===== src/hdl/bfph_pkg.sv =====
// shared types and constants for the bloom filter with polynomial hashes
package bfph_pkg;

   localparam int DEF_NUM_WORDS  = 1024;
   localparam int DEF_MAX_HASHES = 8;

   localparam int CHAR_W        = 8;
   localparam int NUM_WORDS_W   = 11;
   localparam int HASH_COUNT_W  = 4;
   localparam int CSR_IDX_W     = 1;
   localparam int CSR_DATA_W    = 11;
   localparam int WORD_W        = 64;
   localparam int BIT_IDX_W     = 6;
   localparam int DIV_STEPS     = WORD_W - BIT_IDX_W;
   localparam int DIV_CNT_W     = 6;
   localparam int BYTE_OFFSET   = 96;

   localparam logic [NUM_WORDS_W-1:0]  NUM_WORDS_RESET  = NUM_WORDS_W'(1024);
   localparam logic [HASH_COUNT_W-1:0] HASH_COUNT_RESET = HASH_COUNT_W'(3);

   typedef enum logic [CSR_IDX_W-1:0] {
      CSR_NUM_WORDS  = 1'b0,
      CSR_HASH_COUNT = 1'b1
   } csr_idx_type;

   typedef enum logic [2:0] {
      ST_CLEAR,
      ST_IDLE,
      ST_ACC,
      ST_LANE,
      ST_DIV,
      ST_READ,
      ST_UPDATE,
      ST_DONE
   } state_type;

   typedef struct packed {
      logic clear_en;
      logic accept;
      logic acc_en;
      logic lane_clr;
      logic div_start;
      logic div_step;
      logic update;
      logic lane_inc;
      logic out_load;
      logic restart;
   } cmd_type;

   typedef struct packed {
      logic clear_done;
      logic last;
      logic lane_more;
      logic div_last;
      logic out_free;
   } status_type;

endpackage


===== src/hdl/bfph_ctrl.sv =====
// sequencer for key hashing, reduction and bit probes
module bfph_ctrl import bfph_pkg::*; (
   input  logic       clock,
   input  logic       reset,
   input  logic       req_valid,
   output logic       req_ready,
   input  status_type status,
   output cmd_type    cmd
);
   state_type state_ff, state_in;

   always_ff @(posedge clock) begin
      if (reset) begin
         state_ff <= ST_CLEAR;
      end else begin
         state_ff <= state_in;
      end
   end

   always_comb begin
      state_in = state_ff;
      case (state_ff)
         ST_CLEAR:  if (status.clear_done) state_in = ST_IDLE;
         ST_IDLE:   if (req_valid) state_in = ST_ACC;
         ST_ACC:    state_in = status.last ? ST_LANE : ST_IDLE;
         ST_LANE:   state_in = status.lane_more ? ST_DIV : ST_DONE;
         ST_DIV:    if (status.div_last) state_in = ST_READ;
         ST_READ:   state_in = ST_UPDATE;
         ST_UPDATE: state_in = ST_LANE;
         ST_DONE:   if (status.out_free) state_in = ST_IDLE;
         default:   state_in = ST_IDLE;
      endcase
   end

   always_comb begin
      cmd = '0;
      req_ready = 1'b0;
      case (state_ff)
         ST_CLEAR: cmd.clear_en = 1'b1;
         ST_IDLE: begin
            req_ready  = 1'b1;
            cmd.accept = req_valid;
         end
         ST_ACC: begin
            cmd.acc_en   = 1'b1;
            cmd.lane_clr = 1'b1;
         end
         ST_LANE:   cmd.div_start = status.lane_more;
         ST_DIV:    cmd.div_step = 1'b1;
         ST_READ:   cmd = '0;
         ST_UPDATE: begin
            cmd.update   = 1'b1;
            cmd.lane_inc = 1'b1;
         end
         ST_DONE: begin
            cmd.out_load = status.out_free;
            cmd.restart  = status.out_free;
         end
         default: cmd = '0;
      endcase
   end
endmodule


===== config.mk =====
export PLATFORM = sky130hd
export DESIGN_NAME = bfph_ctrl
export DESIGN_NICKNAME = d
export VERILOG_FILES = /design/src/hdl/bfph_pkg.sv /design/src/hdl/bfph_ctrl.sv
export SDC_FILE = /design/constraint.sdc
export NUM_CORES = 1
export LEC_CHECK = 0
export BUFFER_PORTS_ARGS = -buffer_cell sky130_fd_sc_hd__buf_4
export CAP_MARGIN = 20
export CORE_AREA = 2 2 39 41
export CTS_CLUSTER_SIZE = 8
export DETAILED_ROUTE_END_ITERATION = 10
export DIE_AREA = 0 0 41 43
export HOLD_SLACK_MARGIN = 0.12
export SYNTH_ARGS = -nofsm -noshare
export SYNTH_HDL_FRONTEND = slang
export SYNTH_SLANG_ARGS = --single-unit

===== constraint.sdc =====
create_clock -name clock -period 1.4 [get_ports clock]
set_clock_uncertainty 0.05 [all_clocks]
set_input_delay 0.07 -clock clock [delete_from_list [all_inputs] [get_ports clock]]
set_output_delay 0.07 -clock clock [all_outputs]
set_load 0.01 [all_outputs]

Word-level counts from Yosys, hierarchy flattened
Index checks and enable logic that the tools add are counted.
{ "op_classes": {"mux": 15, "n_eq_ne": 11, "reduce_logical": 2} }
{ "ops": {"columns": ["operator", "n"], "rows": [
  ["$pmux 3 s8", 1],
  ["$eq 3x3->1 const B", 4],
  ["$mux 3", 4],
  ["$mux 2", 5],
  ["$ne 2x2->1 const B", 4],
  ["$eq 3x2->1 const B", 2],
  ["$mux 1", 5],
  ["$reduce_and 4->1", 1],
  ["$eq 3x1->1 const B", 1],
  ["$logic_not 3->1", 1]
]} }
{ "totals": {"reg_bits": 3, "output_inout_bits": 11, "in_bits": 8, "word_cells": 29} }

Depth between registers and ports, before layout
{ "depth": {"word_depth": 3, "depth_mapped": 4, "ltp_nobuf": 3} }

Worst setup path after synthesis
OpenSTA, ideal clock, no wires.
{ "synth_path": {"path_kind": "reg2out", "start": "register state_ff[1]", "end": "output port cmd[7] (netlist bit)", "t_required_ns": 1.280, "arrival_ns": 1.116, "path_slack_ns": 0.164, "path_stages_with_launch": 4, "n_path_buf": 2, "path_cell_list": "dfxtp_1 -> buf_4 -> nor3b_1 -> buf_4"} }
{ "synth_lines": {"columns": ["element", "line", "source"], "rows": [
  ["from (decl)", "bfph_ctrl.sv:10", "state_type state_ff, state_in;"],
  ["from (signal assigned)", "bfph_ctrl.sv:16", "state_ff <= state_in;"],
  ["to (decl)", "bfph_ctrl.sv:8", "output cmd_type cmd"]
]} }

==> impl_metrics.py <==
metrics = {
    "worst_setup_path": {
        "startpoint_type": "flip-flop",
        "critPathCaptureType": "output pin",
        "worstSetupPathType": "flip-flop to output pin",
        "critPathMaxFanout": 9,
        "arrival_ps": 1160,
        "crit_required_ps": 1280,
        "reg2reg_depth": 3,
    },
    "place": {
        "numPortBuffers": 18,
        "hpwl_um": 479,
        "place_congestion": 0.642,
        "pre_cts_slack_ps": 143,
    },
    "sta": {
        "fmax_mhz": 784,
        "rsz0062_at_grt": "no",
        "worst_pin_slew_ps": 248,
        "setup_viol": 0,
        "final.period_utilization_pct": 91.2,
        "hold_viol_final": 0,
        "drv_slew": 0,
        "tns_ps": 0,
        "setup_ws_ps": 124,
        "maxSlewHeadroom_pct": 83.2,
        "fin_hold_ws_ps": 139,
        "fin_crit_ps": 1280,
    },
    "hold_path": {
        "min_path_type": "input port to flip-flop",
        "min_path_cells": 3,
    },
    "logic_synthesis": {
        "ys_top_cells_by_count": "buf_4 (5), nor2_1 (4), dfxtp_1 (3)",
        "synth_fa_ha_area_share_pct": 0,
        "synth.avg_cell_area_um2": 7.80,
        "synth.area.top_cells": "dfxtp_1 (23%), buf_4 (14%), a221oi_2 (5.7%)",
        "ys_ff_latch": 3,
        "syn_area_um2": 265,
        "synthesis.nets": 42,
        "synth-edff-count": 0,
        "synth-compound-area-share_pct": 19.8,
        "ys_types": 21,
        "synth_xor_area_share_pct": 0,
        "synth_top_family_by_area": "simple AND/OR/NAND/NOR gates",
        "seq_area_frac_synth_pct": 22.6,
        "yosysMostFrequentCell": "buf_4",
        "yosysTopAreaCellShare_pct": 22.6,
        "synth-simple-area-share_pct": 34.0,
        "yosys.area.top_type": "dfxtp_1",
        "yosys_warnings": 0,
        "netlist_instances": 34,
        "ys_async_sr_fraction_pct": 0,
        "ys.flop_type": "dfxtp_1",
        "muxShareOfSynthArea_pct": 3.77,
    },
    "grt": {
        "grt_pass1_vias": 233,
        "grt_pass1_wl_um": 876,
        "gr-total-overflow": 0,
        "groute.usage.overall_pct": 7.92,
        "antenna_found_initial": 0,
        "grt_max_degree": 15,
    },
    "pwr": {
        "intPower_w": 0.000255,
        "p_leak_nw": 0.187,
        "worst_ir_drop_vdd_mv": 0.303,
        "p_switching_w": 0.0000950,
        "clkPwrFrac_pct": 42.0,
        "switching_share_pct": 27.1,
        "seqPwrFrac_pct": 32.0,
        "p_comb_share_pct": 26.0,
        "powerDensity_nw_per_um2": 807,
    },
    "cts": {
        "cts_tree": "built",
        "h-tree-depth": 1,
        "cts-root-buf": "clkbuf_4",
        "clk_latency_ps": 230,
        "numCtsBuffers": 3,
        "clk_pin_slew_ps": 30,
        "clock_sinks": 3,
        "clockBufferDepth": 2,
    },
    "drt": {
        "drtIter0Drc": 2,
        "avgViaCountPerCell": 4.16,
        "vias": 287,
        "dr.pass1.iters": 2,
        "drc_errors": 0,
        "routedWlPerCell_um": 8.96,
        "antenna_left": 0,
        "wirelength_um": 618,
    },
    "cells_and_area": {
        "fin_util_pct": 31.4,
        "fillCellCount": 156,
        "largest_reg_flops": 3,
        "nets": 62,
        "area_growth_pct": 63.7,
        "diodes": 0,
        "drive_above_1_share_pct": 49.1,
        "largest-register": "state_ff",
        "reg.largest.list": "state_ff x3",
    },
    "job": {
        "cap_violations": 0,
    },
    "die": {
        "initial_core_util_pct": 19.2,
        "rows": 14,
        "boundaryPins": 19,
        "dieArea_um2": 1760,
        "die_h_um": 43,
        "die_x_um": 41,
        "core_region_area_um2": 1380,
    },
    "run_status": {
        "status": "complete, no violations",
    },
}
[placed cells by master (no fill, tap or decap), types with 2 or more instances in the layout]
cell type / Yosys / routed
o21ai_1: 2 / 2
nor3b_1: 2 / 2
a21oi_1: 2 / 2
dlygate4sd3_1: 0 / 3
buf_4: 5 / 18
nand2_1: 2 / 2
clkbuf_4: 0 / 3
nor2_1: 4 / 4
dfxtp_2: 0 / 2
[power by group through the flow]
stage / registers [W] / logic, W / clock network (W)
after floorplan: 0.0000975 / 0.0000635 / 0
after global placement: 0.000111 / 0.0000848 / 0
after detailed placement: 0.000111 / 0.0000856 / 0
after CTS: 0.000111 / 0.0000925 / 0.000155
after global routing: 0.000114 / 0.0000999 / 0.000162
final: 0.000112 / 0.0000911 / 0.000147
[cells by family (layout without fill, tap and decap cells)]
kind of cell,after synthesis,after routing
AO/OA/AOI/OAI,7,7
buffers and inverters,7,26
flip-flops,3,3
multiplexers,1,1
AND/OR/NAND/NOR,16,16
[repair_timing]
item                                    4_1_cts  5_1_grt
buffers inserted                              0        0
endpoints found under the setup margin        1        7
resized for setup                             1        3
hold buffers                                  3        0
hold endpoints to repair                      3        0
[layer usage]
layer  vias to the layer above  routed length [um]  track usage (%)
li1                        156                   -                -
met1                       121                 260             8.65
met2                        10                 293             10.6
met3                         0                  64             4.71
met4                         0                   0             6.00
met5                         -                   0                0
[worst max-delay path, cell delays in order, from the launching register on]
cell	delay [ps]
dfxtp_4	380
inv_1	90
nor3_2	200
and2_1	140
buf_4	110
[final cells by class]
type,instances,area (um2),share of cell area [%]
timing repair buffer,21,165,38.0
sequential,3,66.3,15.3
clock buffer,4,26.3,6.05
multi-input combinational,24,153,35.2
inverter,1,3.75,0.865
tap,16,20.0,4.61
[stage by stage]
step                      instances  power, W  area, um2
after floorplan                  34  0.000161        265
after CTS                        69  0.000359        429
after global placement           62  0.000195        372
after global routing             69  0.000376        434
final                            69  0.000350        434
after detailed placement         62  0.000197        372
[final timing paths]
check,slack [ps],start,endpoint
max,120,state_ff[0],cmd[8]
min,140,req_valid,state_ff[1]
max reg2reg,280,state_ff[2],state_ff[0]
min reg2reg,440,state_ff[0],state_ff[0]
Note: power is estimated with default switching activity, not from simulation.
